--- src/hw/rtl/bdq_pkg.sv ---
// bdq_pkg: shared types and constants for the bounded deque
`timescale 1ns / 1ps

package bdq_pkg;

   localparam int DEPTH_DEF   = 16;
   localparam int VALUE_W     = 32;
   localparam int LIMIT_W     = 5;
   localparam int OP_W        = 2;
   localparam int STATUS_W    = 2;
   localparam logic [LIMIT_W-1:0] LIMIT_RESET = 5'd16;

   typedef enum logic [OP_W-1:0] {
      OP_PUSH_LEFT  = 2'd0,
      OP_PUSH_RIGHT = 2'd1,
      OP_POP_LEFT   = 2'd2,
      OP_POP_RIGHT  = 2'd3
   } op_type;

   typedef enum logic [STATUS_W-1:0] {
      ST_PUSHED = 2'd0,
      ST_POPPED = 2'd1,
      ST_FULL   = 2'd2,
      ST_EMPTY  = 2'd3
   } status_type;

   // per-cycle command broadcast to every cell of the row
   typedef struct packed {
      logic shift_right;
      logic fill_tail;
      logic shift_left;
      logic drop_tail;
   } cell_cmd_type;

endpackage

--- src/hw/rtl/bdq_req_if.sv ---
// bdq_req_if: request channel carrying the operation and the push value
`timescale 1ns / 1ps

interface bdq_req_if;
   import bdq_pkg::*;

   logic                valid;
   logic                ready;
   logic [OP_W-1:0]     req_type;
   logic signed [VALUE_W-1:0] push_value;

   modport source (output valid, output req_type, output push_value, input ready);
   modport sink   (input valid, input req_type, input push_value, output ready);
endinterface

--- src/hw/rtl/bdq_rsp_if.sv ---
// bdq_rsp_if: response channel carrying status, value and the end touched
`timescale 1ns / 1ps

interface bdq_rsp_if;
   import bdq_pkg::*;

   logic                      valid;
   logic                      ready;
   logic [STATUS_W-1:0]       status;
   logic signed [VALUE_W-1:0] result_value;
   logic                      at_right_end;

   modport source (output valid, output status, output result_value, output at_right_end,
                   input ready);
   modport sink   (input valid, input status, input result_value, input at_right_end,
                   output ready);
endinterface

--- src/hw/rtl/bdq_cell.sv ---
// bdq_cell: one slot of the deque row, shifts with its neighbors
`timescale 1ns / 1ps

module bdq_cell (
   input  logic                            clock,
   input  logic                            reset,
   input  bdq_pkg::cell_cmd_type           cmd,
   input  logic [bdq_pkg::VALUE_W-1:0]     push_value,
   input  logic [bdq_pkg::VALUE_W-1:0]     left_value,
   input  logic                            left_valid,
   input  logic [bdq_pkg::VALUE_W-1:0]     right_value,
   input  logic                            right_valid,
   input  logic [bdq_pkg::VALUE_W-1:0]     tail_in,
   output logic [bdq_pkg::VALUE_W-1:0]     value,
   output logic                            valid,
   output logic [bdq_pkg::VALUE_W-1:0]     tail_out
);
   import bdq_pkg::*;

   logic [VALUE_W-1:0] value_ff, value_in;
   logic               valid_ff, valid_in;
   logic               is_tail;

   // the last occupied cell is the right end
   assign is_tail = valid_ff && !right_valid;

   always_comb begin
      value_in = value_ff;
      valid_in = valid_ff;
      if (cmd.shift_right) begin
         value_in = left_value;
         valid_in = left_valid;
      end else if (cmd.shift_left) begin
         value_in = right_value;
         valid_in = right_valid;
      end else if (cmd.fill_tail && left_valid && !valid_ff) begin
         value_in = push_value;
         valid_in = 1'b1;
      end else if (cmd.drop_tail && is_tail) begin
         valid_in = 1'b0;
      end
   end

   always_ff @(posedge clock) begin
      if (reset) begin
         valid_ff <= 1'b0;
      end else begin
         valid_ff <= valid_in;
      end
   end

   always_ff @(posedge clock) begin
      value_ff <= value_in;
   end

   assign value    = value_ff;
   assign valid    = valid_ff;
   assign tail_out = tail_in | (is_tail ? value_ff : '0);
endmodule

--- src/hw/rtl/bounded_deque_unit.sv ---
// bounded_deque_unit: double-ended queue built from a row of shifting cells
//
// req_ch carries one transaction per operation: req_type selects push left,
// push right, pop left or pop right, push_value is stored on a push.
// rsp_ch returns exactly one transaction per request, in order: status
// (pushed, popped, full, empty), result_value (echoed or popped value, zero
// on full and empty) and at_right_end (the end the request named).
// csr_we / csr_wdata write the capacity limit; values above DEPTH act as DEPTH.
// The response is registered and valid in the cycle after request acceptance.
// Throughput is one transaction per cycle while responses are taken: the cell
// row shifts or fills on acceptance, one output register freeing as it is taken.
// When the receiver stalls, the response register holds and req_ch.ready
// drops until it is taken, so nothing is lost.
// Reset empties the queue (all cells invalid, occupancy zero) and sets the
// capacity limit to 16; stored values are not cleared.
`timescale 1ns / 1ps

module bounded_deque_unit #(
   parameter int DEPTH = bdq_pkg::DEPTH_DEF
) (
   input  logic                          clock,
   input  logic                          reset,
   bdq_req_if.sink                       req_ch,
   bdq_rsp_if.source                     rsp_ch,
   input  logic                          csr_we,
   input  logic [bdq_pkg::LIMIT_W-1:0]   csr_wdata
);
   import bdq_pkg::*;

   localparam int CNT_W = $clog2(DEPTH + 1);
   localparam int CMP_W = (CNT_W > LIMIT_W) ? CNT_W : LIMIT_W;

   logic [LIMIT_W-1:0]  limit_ff;
   logic [CNT_W-1:0]    occ_ff, occ_in;

   logic                rsp_valid_ff, rsp_valid_in;
   logic [STATUS_W-1:0] rsp_status_ff, rsp_status_in;
   logic [VALUE_W-1:0]  rsp_value_ff, rsp_value_in;
   logic                rsp_right_ff, rsp_right_in;

   logic                accept, full, empty, is_push;
   op_type              op;
   cell_cmd_type        cmd;

   // position 0 feeds the left cell, position DEPTH+1 is past the right cell
   logic [VALUE_W-1:0]  chain_value [DEPTH+2];
   logic [DEPTH+1:0]    chain_valid;
   logic [VALUE_W-1:0]  tail_acc [DEPTH+1];

   assign req_ch.ready = !rsp_valid_ff || rsp_ch.ready;
   assign accept       = req_ch.valid && req_ch.ready;
   assign op           = op_type'(req_ch.req_type);
   assign is_push      = (op == OP_PUSH_LEFT) || (op == OP_PUSH_RIGHT);
   assign full         = (CMP_W'(occ_ff) >= CMP_W'(limit_ff)) || (occ_ff == CNT_W'(DEPTH));
   assign empty        = (occ_ff == '0);

   assign chain_value[0]       = req_ch.push_value;
   assign chain_valid[0]       = 1'b1;
   assign chain_value[DEPTH+1] = '0;
   assign chain_valid[DEPTH+1] = 1'b0;
   assign tail_acc[0]          = '0;

   genvar g;
   generate
      for (g = 0; g < DEPTH; g++) begin : g_cell
         bdq_cell u_cell (
            .clock       (clock),
            .reset       (reset),
            .cmd         (cmd),
            .push_value  (req_ch.push_value),
            .left_value  (chain_value[g]),
            .left_valid  (chain_valid[g]),
            .right_value (chain_value[g+2]),
            .right_valid (chain_valid[g+2]),
            .tail_in     (tail_acc[g]),
            .value       (chain_value[g+1]),
            .valid       (chain_valid[g+1]),
            .tail_out    (tail_acc[g+1])
         );
      end
   endgenerate

   always_comb begin
      cmd           = '0;
      occ_in        = occ_ff;
      rsp_valid_in  = rsp_valid_ff && !rsp_ch.ready;
      rsp_status_in = rsp_status_ff;
      rsp_value_in  = rsp_value_ff;
      rsp_right_in  = rsp_right_ff;
      if (accept) begin
         rsp_valid_in = 1'b1;
         rsp_right_in = req_ch.req_type[0];
         rsp_value_in = '0;
         if (is_push) begin
            if (full) begin
               rsp_status_in = ST_FULL;
            end else begin
               rsp_status_in   = ST_PUSHED;
               rsp_value_in    = req_ch.push_value;
               occ_in          = occ_ff + CNT_W'(1);
               cmd.shift_right = (op == OP_PUSH_LEFT);
               cmd.fill_tail   = (op == OP_PUSH_RIGHT);
            end
         end else begin
            if (empty) begin
               rsp_status_in = ST_EMPTY;
            end else begin
               rsp_status_in  = ST_POPPED;
               occ_in         = occ_ff - CNT_W'(1);
               cmd.shift_left = (op == OP_POP_LEFT);
               cmd.drop_tail  = (op == OP_POP_RIGHT);
               rsp_value_in   = (op == OP_POP_LEFT) ? chain_value[1] : tail_acc[DEPTH];
            end
         end
      end
   end

   always_ff @(posedge clock) begin
      if (reset) begin
         limit_ff     <= LIMIT_RESET;
         occ_ff       <= '0;
         rsp_valid_ff <= 1'b0;
      end else begin
         if (csr_we) begin
            limit_ff <= csr_wdata;
         end
         occ_ff       <= occ_in;
         rsp_valid_ff <= rsp_valid_in;
      end
   end

   always_ff @(posedge clock) begin
      rsp_status_ff <= rsp_status_in;
      rsp_value_ff  <= rsp_value_in;
      rsp_right_ff  <= rsp_right_in;
   end

   assign rsp_ch.valid        = rsp_valid_ff;
   assign rsp_ch.status       = rsp_status_ff;
   assign rsp_ch.result_value = rsp_value_ff;
   assign rsp_ch.at_right_end = rsp_right_ff;

   // occupied cells always form a run from the left and match the count
   a_count_matches: assert property (@(posedge clock) disable iff (reset)
      $countones(chain_valid[DEPTH:1]) == occ_ff)
      else $error("cell valid bits disagree with occupancy");

   a_head_valid: assert property (@(posedge clock) disable iff (reset)
      chain_valid[1] == (occ_ff != '0))
      else $error("left cell valid disagrees with occupancy");

   a_occ_bound: assert property (@(posedge clock) disable iff (reset)
      occ_ff <= CNT_W'(DEPTH))
      else $error("occupancy above depth");

   a_push_grows: assert property (@(posedge clock) disable iff (reset)
      accept && is_push && !full |=> occ_ff == $past(occ_ff) + CNT_W'(1))
      else $error("accepted push did not grow the queue");

   a_no_push_when_full: assert property (@(posedge clock) disable iff (reset)
      accept && is_push && full |=> rsp_ch.status == ST_FULL && occ_ff == $past(occ_ff))
      else $error("push on full queue changed state");
endmodule
--- src/flat_wrapper.sv ---
// flat-port wrapper written by rule: the top's interface ports become plain ports
module bounded_deque_unit_flat import bdq_pkg::*;
#(
   parameter int DEPTH = bdq_pkg::DEPTH_DEF
)
  (clock, reset, csr_we, csr_wdata, req_ch_valid, req_ch_req_type, req_ch_push_value, req_ch_ready, rsp_ch_valid, rsp_ch_status, rsp_ch_result_value, rsp_ch_at_right_end, rsp_ch_ready);
  bdq_req_if req_ch_i ();
  bdq_rsp_if rsp_ch_i ();
  input  logic clock;
  input  logic reset;
  input  logic csr_we;
  input  logic [bdq_pkg::LIMIT_W-1:0] csr_wdata;
  input wire logic [$bits(req_ch_i.valid)-1:0] req_ch_valid;
  input wire logic [$bits(req_ch_i.req_type)-1:0] req_ch_req_type;
  input wire logic [$bits(req_ch_i.push_value)-1:0] req_ch_push_value;
  output wire logic [$bits(req_ch_i.ready)-1:0] req_ch_ready;
  output wire logic [$bits(rsp_ch_i.valid)-1:0] rsp_ch_valid;
  output wire logic [$bits(rsp_ch_i.status)-1:0] rsp_ch_status;
  output wire logic [$bits(rsp_ch_i.result_value)-1:0] rsp_ch_result_value;
  output wire logic [$bits(rsp_ch_i.at_right_end)-1:0] rsp_ch_at_right_end;
  input wire logic [$bits(rsp_ch_i.ready)-1:0] rsp_ch_ready;
  assign req_ch_i.valid = req_ch_valid;
  assign req_ch_i.req_type = req_ch_req_type;
  assign req_ch_i.push_value = req_ch_push_value;
  assign req_ch_ready = req_ch_i.ready;
  assign rsp_ch_valid = rsp_ch_i.valid;
  assign rsp_ch_status = rsp_ch_i.status;
  assign rsp_ch_result_value = rsp_ch_i.result_value;
  assign rsp_ch_at_right_end = rsp_ch_i.at_right_end;
  assign rsp_ch_i.ready = rsp_ch_ready;
  bounded_deque_unit #(.DEPTH(DEPTH)) u_core (.clock(clock), .reset(reset), .req_ch(req_ch_i), .rsp_ch(rsp_ch_i), .csr_we(csr_we), .csr_wdata(csr_wdata));
endmodule
--- config.mk ---
export PLATFORM = sky130hd
export DESIGN_NAME = bounded_deque_unit_flat
export DESIGN_NICKNAME = d
export VERILOG_FILES = /design/src/hw/rtl/bdq_pkg.sv /design/src/hw/rtl/bdq_req_if.sv /design/src/hw/rtl/bdq_rsp_if.sv /design/src/hw/rtl/bdq_cell.sv /design/src/hw/rtl/bounded_deque_unit.sv /design/src/flat_wrapper.sv
export SDC_FILE = /design/constraint.sdc
export NUM_CORES = 1
export LEC_CHECK = 0
export BUFFER_PORTS_ARGS = -buffer_cell sky130_fd_sc_hd__buf_4
export CAP_MARGIN = 20
export CORE_MARGIN = 2
export CORE_UTILIZATION = 30
export DETAILED_ROUTE_END_ITERATION = 6
export SLEW_MARGIN = 20
export SYNTH_ARGS = -nofsm -noshare
export SYNTH_HDL_FRONTEND = slang
export SYNTH_SLANG_ARGS = --single-unit
--- constraint.sdc ---
create_clock -name clock -period 10.3 [get_ports clock]
set_input_delay 2.06 -clock clock [delete_from_list [all_inputs] [get_ports clock]]
set_output_delay 2.06 -clock clock [all_outputs]
set_load 0.005 [all_outputs]
### Word level (Yosys, flattened, before mapping)

Cells that the tools add are included.

* add/subtract/negate cells: 2
* $lt $le $gt $ge: 1
* equal/unequal tests: 6
* muxes and demuxes: 144
* bitwise gates (word level): 15
* reduce and logical (&&, ||, !) cells: 120

Operator list (number)
* $mux 32: 68
* $or 32x32->32: 15
* $mux 1: 65
* $logic_and 1x1->1: 64
* $reduce_bool 4->1: 16
* $reduce_bool 3->1: 16
* $logic_not 1->1: 18
* $mux 5: 3
* $mux 2: 7
* $add 5x1->5 const B: 1
* $eq 5x5->1 const B: 1
* $ge 5x5->1: 1
* $logic_not 5->1: 1
* $sub 5x1->5 const B: 1
* $eq 2x2->1 const B: 2
* $mux 4: 1
* $ne 2x2->1 const B: 2
* $logic_or 1x1->1: 3
* $reduce_and 3->1: 1
* $eq 2x1->1 const B: 1
* $logic_not 2->1: 1

* bits in registers: 574
* input port bits: 44

### Logic depth before layout (Yosys ltp)

Gate-level depths: netlist of run 1.

* depth after elaboration: 21
* gate-level depth with buffers: 11
* mapped depth without buffers: 8

### Modules after synthesis

A second synthesis of run 1 with hierarchy kept.

* cells, all modules: 3211
* area, all modules: 34889.7 um^2

Modules (own cells, without submodules)
* bdq_cell: instances 16, cells an instance 186, area an instance 2030.7 um^2, sequential area each 980.9 um^2
* bounded_deque_unit: instances 1, cells an instance 235, area an instance 2398.6 um^2, sequential area each 1271.2 um^2

### Least setup slack after synthesis of run 1

Ideal clock, no wire load.

* kind: input to register
* from: input port rsp_ch_ready
* to: register u_core.g_cell[0].u_cell.value_ff[0] (enable)
* data arrival time: 5.715 ns
* required time: 9.834 ns
* path slack: 4.119 ns
* cell stages on the path: 6
* cell sequence: nand2b_1 > nand2_1 > clkbuf_1 > clkinv_1 > nand3_1 > o21ai_0

* cells in the longest elaborated chain, start to end: 5

RTL lines
* start, declared: RTL line flat_wrapper.sv:21 `input wire logic [$bits(rsp_ch_i.ready)-1:0] rsp_ch_ready;`
* $logic_or 1x1->1 *: RTL line bounded_deque_unit.sv:50 `assign req_ch.ready = !rsp_valid_ff || rsp_ch.ready;`
* $logic_and 1x1->1 *: RTL line bounded_deque_unit.sv:51 `assign accept = req_ch.valid && req_ch.ready;`
* net u_core.accept: RTL line bounded_deque_unit.sv:41 `logic accept, full, empty, is_push;`
* $mux 4 *: RTL line bounded_deque_unit.sv:90 `if (accept) begin`
* $logic_and 1x1->1: RTL line bdq_cell.sv:36 `end else if (cmd.fill_tail && left_valid && !valid_ff) begin`
* $reduce_bool 3->1 (no line) *
* end signal, assigned: RTL line bdq_cell.sv:53 `value_ff <= value_in;`
* end, declared: RTL line bdq_cell.sv:20 `logic [VALUE_W-1:0] value_ff, value_in;`

Mark *: on every way through the listed nets, which the timed path passes. The rest lies on a longest branch.
A chain may end at the register's enable or synchronous reset.

### Worst setup path in the final report of run 1

* from: input port req_ch_req_type[0]
* to: register u_core.g_cell[12].u_cell.value_ff[0], data pin

* cells in the longest elaborated chain, start to end: 6

RTL lines
* start, declared: RTL line flat_wrapper.sv:14 `input wire logic [$bits(req_ch_i.req_type)-1:0] req_ch_req_type;`
* $eq 2x2->1, or another cell as far along: RTL line bounded_deque_unit.sv:110 `cmd.shift_left = (op == OP_POP_LEFT);`
* $mux 2 / $logic_or 1x1->1 (equally long branches): RTL line bounded_deque_unit.sv:105, bounded_deque_unit.sv:53
* $mux 2: RTL line bounded_deque_unit.sv:94 `if (is_push) begin`
* $mux 4 *: RTL line bounded_deque_unit.sv:90
* $mux 32: RTL line bdq_cell.sv:33 `end else if (cmd.shift_left) begin`
* $mux 32 *: RTL line bdq_cell.sv:30 `if (cmd.shift_right) begin`
* net u_core.g_cell[12].u_cell.value_in[0]: RTL line bdq_cell.sv:20
* end signal, assigned: RTL line bdq_cell.sv:53
* end, declared: RTL line bdq_cell.sv:20

Marks and branches as above.

==> impl_metrics.csv, run 1 <==
group,metric,value,unit
run_status,outcome,"finished clean",
clocking,clockBufferDepth,3,
placement,hpwl,48000,µm
synth,ys_warn_count,0,
setup_path,crit_path_frequent_cell,"buf_4",
synth,synth.avg_cell_area,13.8,µm²
layout,multi_input_area,9870,µm²
clocking,cts_root_buf,"clkbuf_16",
hold_path,hold_path_class,"flip-flop to flip-flop",
sta,finalHoldViolCount,0,
placement,io_buffers,80,
floorplanning,initial_core_util,0.302,
sta,fin_crit,5.27,ns
sta,fmax,190,MHz
clocking,cts_tree,"built",
layout,antennaDiodeCount,0,
synth,synth_seq_area_share,0.602,
pwr,ir_drop,144,µV
global_route,gr-usage-all-layers,0.191,
clocking,post_cts_resized,0,
detailed_routing,routedWlPerCell,29.0,µm
sta,rsz0062_at_grt,"no",
setup_path,rr_startpoint,"u_core.occ_ff[0]",
sta,worstMarginPinSlew,1.22,ns
layout,area.growth.synth_to_final,11.8,%
placement,gp_congestion,0.820,
setup_path,reg2regPathDepth,9,
synth,synth_ff_type,"edfxtp_1",
synth,synth-seq-cells,574,
synth,synth_async_sr_flop_share,0,
synth,synth_cells,2045,
layout,n_fill_cell,8965,
sta,setup_viol,0,
sta,skew,0.0396,ns
layout,drive_above_1_share,0.146,
setup_path,path_delay_family,"buffers and inverters",
setup_path,path_cells,"buf_4 > inv_2 > and3_1 > o211a_4 > buf_4 > buf_12 > nor2_2 > a221o_1",
global_route,grt_pass1_vias,20600,
setup_path,path_max_fanout,143,
global_route,grt_pass1_wl,138000,µm
layout,final_util,0.338,
setup_path,required,10.68,ns
clocking,cts_max_level,2,
layout,fin_nets,2046,
global_route,antenna_found_initial,0,
clocking,holdBufCountCts,0,
detailed_routing,postRouteAntennaNets,0,
global_route,grt_max_degree,233,
detailed_routing,firstDrtPassIters,6,
floorplanning,fp.dieH,310,µm
clocking,clkTransAtPathRegs,0.06,ns
clocking,cts_made_buffers,61,
setup_path,path_buf_inv,4,
setup_path,worstReg2RegEnd,"u_core.g_cell[12].u_cell.value[0]",
hold_path,whs_endpoint,"u_core.limit_ff[3]",
setup_path,rrSetupSlack,6.21,ns
sta,period_share,0.512,
clocking,cts_setup_buffers,0,
setup_path,crit_start,"req_ch_req_type[0]",
synth,synth-edff-count,547,
setup_path,max_stage_delay,0.60,ns
synth,syn_area,28200,µm²
setup_path,cpMaxStageDelayCell,"inv_2",
setup_path,crit_path_start_kind,"input pin",
synth,yosysUniqueCellTypes,54,
detailed_routing,drt_iter0_drc,3678,
setup_path,critical_path_class,"input pin to flip-flop",
detailed_routing,finalWirelength,95700,µm
synth,synth_nets,2098,
floorplanning,dieArea,96400,µm²
detailed_routing,drc,0,
global_route,grt.overflow.total,0,
detailed_routing,vias_per_cell,6.51,
hold_path,worstHoldStart,"u_core.limit_ff[3]",
layout,ff_latch_area,17000,µm²
setup_path,end_kind,"flip-flop",
pwr,power_density,216,nW/µm²
hold_path,worstHoldPathCells,2,
setup_path,cp.arrival,5.66,ns
pwr,p_leak,10.4,nW
floorplanning,coreArea,93200,µm²
job,maxCapViolCount,0,
sta,relSlewSlack,0.184,
clocking,clock_sinks,574,
floorplanning,rows,112,
sta,drv_slew,0,
sta,tns,0,ns
clocking,insertion_delay,0.66,ns
detailed_routing,vias,21500,
floorplanning,num_io_pins,81,
floorplanning,die_x,310,µm
-- stage by stage --
stage	setup slack [ns]	hold WS (ns)	cell area (µm²)	instances	power [mW]
6_report	5.03	0.500	31500	3299	6.79
5_1_grt	4.95	0.509	31500	3299	7.00
4_1_cts	4.99	0.503	31500	3298	6.78
3_5_place_dp	4.30	0.487	29400	3183	4.51
3_3_place_gp	4.45	0.484	29400	3183	4.47
2_1_floorplan	4.12	0.459	28200	2045	4.00
-- worst register-to-register path: stages, from the launching register on --
cell and delay (ns):
dfxtp_1 0.39, inv_1 0.13, ha_1 0.30, nand2b_1 0.17
a2111oi_4 0.47, o211a_4 0.58, buf_4 0.59, buf_12 0.52
nor2_2 0.36, a221o_1 0.34
-- layer usage --
layer | global-route usage | part of all wire
met2 | 0.292 | 0.44
met1 | 0.257 | 0.40
met3 | 0.0439 | 0.11
met5 | 0 | 0
met4 | 0.0863 | 0.047
-- layout by cell type, fill, tap and decap left out, types with 18 or more instances in the layout --
cell type and n:
a21o_1 34, a21oi_1 18, a221o_1 448, a221oi_1 56, a22o_1 28, a22oi_1 166, buf_4 116, clkbuf_16 62
dfxtp_1 26, edfxtp_1 547, nand2_1 181, nand3_1 29, nand4_1 38, nor2_4 30, o21ai_0 22, o221ai_1 29
-- power by group --
group          switching, mW  leakage [nW]  internal [mW]
Clock                  0.977          1.00           1.31
Sequential             0.222          5.30           2.96
Combinational          0.878          4.09          0.450
-- flip-flops by register name (all words and copies together) (netlist names) --
signal	cells
u_core.limit_ff	5
u_core.rsp_ch.at_right_end	1
u_core.rsp_ch.status	2
u_core.g_cell.u_cell.value	512
u_core.g_cell.u_cell.valid	16
u_core.rsp_ch.result_value	32
u_core.occ_ff	5
u_core.rsp_ch.valid	1
-- cells in the mapped netlist, types with 30 or more instances --
cell	count	area, µm²
edfxtp_1	547	16400
a221o_1	448	4480
nand2_1	192	721
a22oi_1	166	1250
clkbuf_1	102	383
buf_6	68	766
a221oi_1	56	490
buf_2	40	200
nand4_1	38	238
a21o_1	34	255
nor2_4	30	338
-- cell families after synthesis --
family                     synth area share
AOI/OAI and AO/OA                     0.271
DFF                                   0.602
and+or+nand+nor                      0.0633
buffers and inverters                0.0557
adders and majority gates           0.00426
muxes                               0.00213
xor gates and xnor gates            0.00124
-- how the worst max path moves through the flow --
| stage | slack, ns | cells past startpoint | end |
|---|---|---|---|
| after floorplan | 4.12 | 6 | u_core.g_cell[0].u_cell.value[0] |
| after global placement | 4.45 | 8 | u_core.g_cell[0].u_cell.value[24] |
| after detailed placement | 4.30 | 7 | u_core.g_cell[14].u_cell.value[22] |
| after CTS | 4.99 | 7 | u_core.g_cell[4].u_cell.value[29] |
| after global routing | 4.95 | 9 | u_core.g_cell[10].u_cell.value[30] |
| final | 5.03 | 8 | u_core.g_cell[12].u_cell.value[0] |
-- final cells by class --
type | instances | area share
well taps | 1254 | 0.0498
inverters | 14 | 0.00167
repair buffers | 121 | 0.0311
clock buffers | 71 | 0.0504
clock inverters | 44 | 0.0145
flip-flops and latches | 574 | 0.539
multi-input cells | 1221 | 0.314
Power figures use the tool's default switching activity.
==> run 2: changes to the inputs <==
- clock period: 10.3 -> 5 ns (I/O delays scaled with it)
==> impl_metrics.csv, run 2 (synthesis results as in run 1) <==
group,metric,value,unit
run_status,outcome,"complete, but fails checks",
run_status,violations,"design-rule violations",
layout,drive_above_1_share,0.153,
sta,relSlewSlack,0.200,
sta,setup_viol,0,
hold_path,worstHoldPathCells,2,
placement,io_buffers,80,
setup_path,critical_path_class,"flip-flop to flip-flop",
hold_path,worstHoldStart,"u_core.limit_ff[2]",
floorplanning,coreArea,93200,µm²
clocking,holdBufCountCts,0,
setup_path,crit_path_start_kind,"flip-flop",
sta,fin_crit,4.03,ns
setup_path,worstReg2RegEnd,"u_core.g_cell[4].u_cell.value[16]",
placement,pre_cts_slack,0.930,ns
global_route,gr-usage-all-layers,0.194,
sta,rsz0062_at_grt,"no",
floorplanning,die_x,310,µm
floorplanning,rows,112,
layout,fin_cells,3324,
floorplanning,num_io_pins,81,
setup_path,cp.arrival,4.37,ns
clocking,clkTransAtPathRegs,0.06,ns
clocking,clockBufferDepth,3,
detailed_routing,vias,21900,
sta,fin_ws,0.967,ns
clocking,cts_max_level,3,
detailed_routing,drt_iter0_drc,3905,
sta,skew,0.0296,ns
setup_path,reg2regPathDepth,9,
layout,mostFrequentLayoutCell,"edfxtp_1",
global_route,antenna_found_initial,0,
pwr,power_density,445,nW/µm²
detailed_routing,finalWirelength,96300,µm
detailed_routing,firstDrtPassIters,7,
clocking,insertion_delay,0.61,ns
sta,drv_slew,0,
sta,period_share,0.807,
global_route,grt_max_degree,241,
layout,largest_register_ffs,512,
setup_path,required,5.34,ns
hold_path,hold_path_class,"flip-flop to flip-flop",
detailed_routing,drc,21,
clocking,clock_sinks,574,
hold_path,whs_endpoint,"u_core.limit_ff[2]",
pwr,ir_drop,244,µV
floorplanning,fp.dieH,310,µm
detailed_routing,postRouteAntennaNets,0,
layout,area.growth.synth_to_final,12.5,%
clocking,cts_made_buffers,66,
global_route,grt_pass1_vias,20800,
setup_path,path_max_fanout,48,
layout,fin_nets,2072,
placement,dp_cells,3205,
detailed_routing,vias_per_cell,6.58,
setup_path,rr_startpoint,"u_core.occ_ff[0]",
placement,gp_congestion,0.812,
global_route,grt.overflow.total,0,
clocking,cts_tree,"built",
clocking,post_cts_resized,0,
floorplanning,dieArea,96400,µm²
layout,final_cell_mix,"edfxtp_1, a221o_1, nand2_1",
pwr,p_leak,10.5,nW
placement,placed_area,29600,µm²
sta,worstMarginPinSlew,1.20,ns
floorplanning,initial_core_util,0.302,
layout,design_area,31700,µm²
sta,fmax,248,MHz
global_route,grt_pass1_wl,140000,µm
setup_path,rrSetupSlack,0.97,ns
job,maxCapViolCount,0,
clocking,cts_root_buf,"clkbuf_16",
detailed_routing,routedWlPerCell,29.0,µm
setup_path,end_kind,"flip-flop",
clocking,cts_setup_buffers,0,
placement,hpwl,52100,µm
sta,finalHoldViolCount,0,
layout,n_fill_cell,9000,
## run 2: cell types whose count changed in the layout (fill, tap and decap cells not counted), moves of 4 or more
cell and delta:
nand2_2 +6, clkbuf_1 +4, nand2_4 -6, buf_4 +16, clkbuf_16 +7, buf_12 +6
## run 2: worst max-delay path by stage
| stage | start | to | slack [ns] | depth (start not counted) |
|---|---|---|---|---|
| 3_3_place_gp | rsp_ch_ready | u_core.g_cell[3].u_cell.value[10] | 1.01 | 8 |
| 5_1_grt | u_core.occ_ff[0] | u_core.g_cell[4].u_cell.value[16] | 0.78 | 9 |
| 3_5_place_dp | rsp_ch_ready | u_core.g_cell[3].u_cell.value[10] | 0.93 | 8 |
| 6_report | u_core.occ_ff[0] | u_core.g_cell[4].u_cell.value[16] | 0.97 | 9 |
| 2_1_floorplan | rsp_ch_ready | u_core.g_cell[0].u_cell.value[0] | -0.12 | 6 |
| 4_1_cts | u_core.occ_ff[0] | u_core.g_cell[4].u_cell.value[16] | 1.05 | 9 |
## run 2: stage by stage
step | setup TNS (ns) | utilization | power [mW] | hold slack, ns
finish | 0 | 0.340 | 14.1 | 0.506
global route | 0 | 0.340 | 14.6 | 0.534
CTS | 0 | 0.340 | 14.1 | 0.513
detailed placement | 0 | 0.318 | 9.35 | 0.500
global placement | 0 | 0.318 | 9.28 | 0.488
floorplan | -19.28 | - | 8.24 | 0.459
## run 2: critical path, cell delays in order, from the launching register on
cell and delay [ns]:
dfxtp_1 0.40, inv_1 0.13, ha_1 0.31, nand2b_1 0.17, a2111oi_4 0.48, o211a_4 0.66, buf_4 0.58, buf_4 0.51
nor2_4 0.15, a221o_1 0.31
## run 2: where the power goes
part / switching (mW) / internal (mW) / leakage, nW
sequential: 0.467 / 6.09 / 5.30
combinational: 1.81 / 0.974 / 4.21
clock: 2.00 / 2.78 / 1.03
## run 2: layer usage
layer,share of wire,global-route usage,wire length (µm),up-vias
met2,0.45,0.297,43100,1828
met5,0,0,0,-
met3,0.11,0.0417,10900,345
li1,-,-,-,8799
met4,0.050,0.0897,4830,0
met1,0.39,0.263,37400,10900
## run 2: layout make-up
type                    count  area (µm²)  share of cell area
well taps                1254        1570              0.0495
multi-input cells        1221        9840               0.310
diodes                      1        2.50           0.0000789
repair buffers            142        1190              0.0376
flip-flops and latches    574       17000               0.535
inverters                  14        52.6             0.00166
clock inverters            36         302             0.00951
clock buffers              82        1780              0.0560
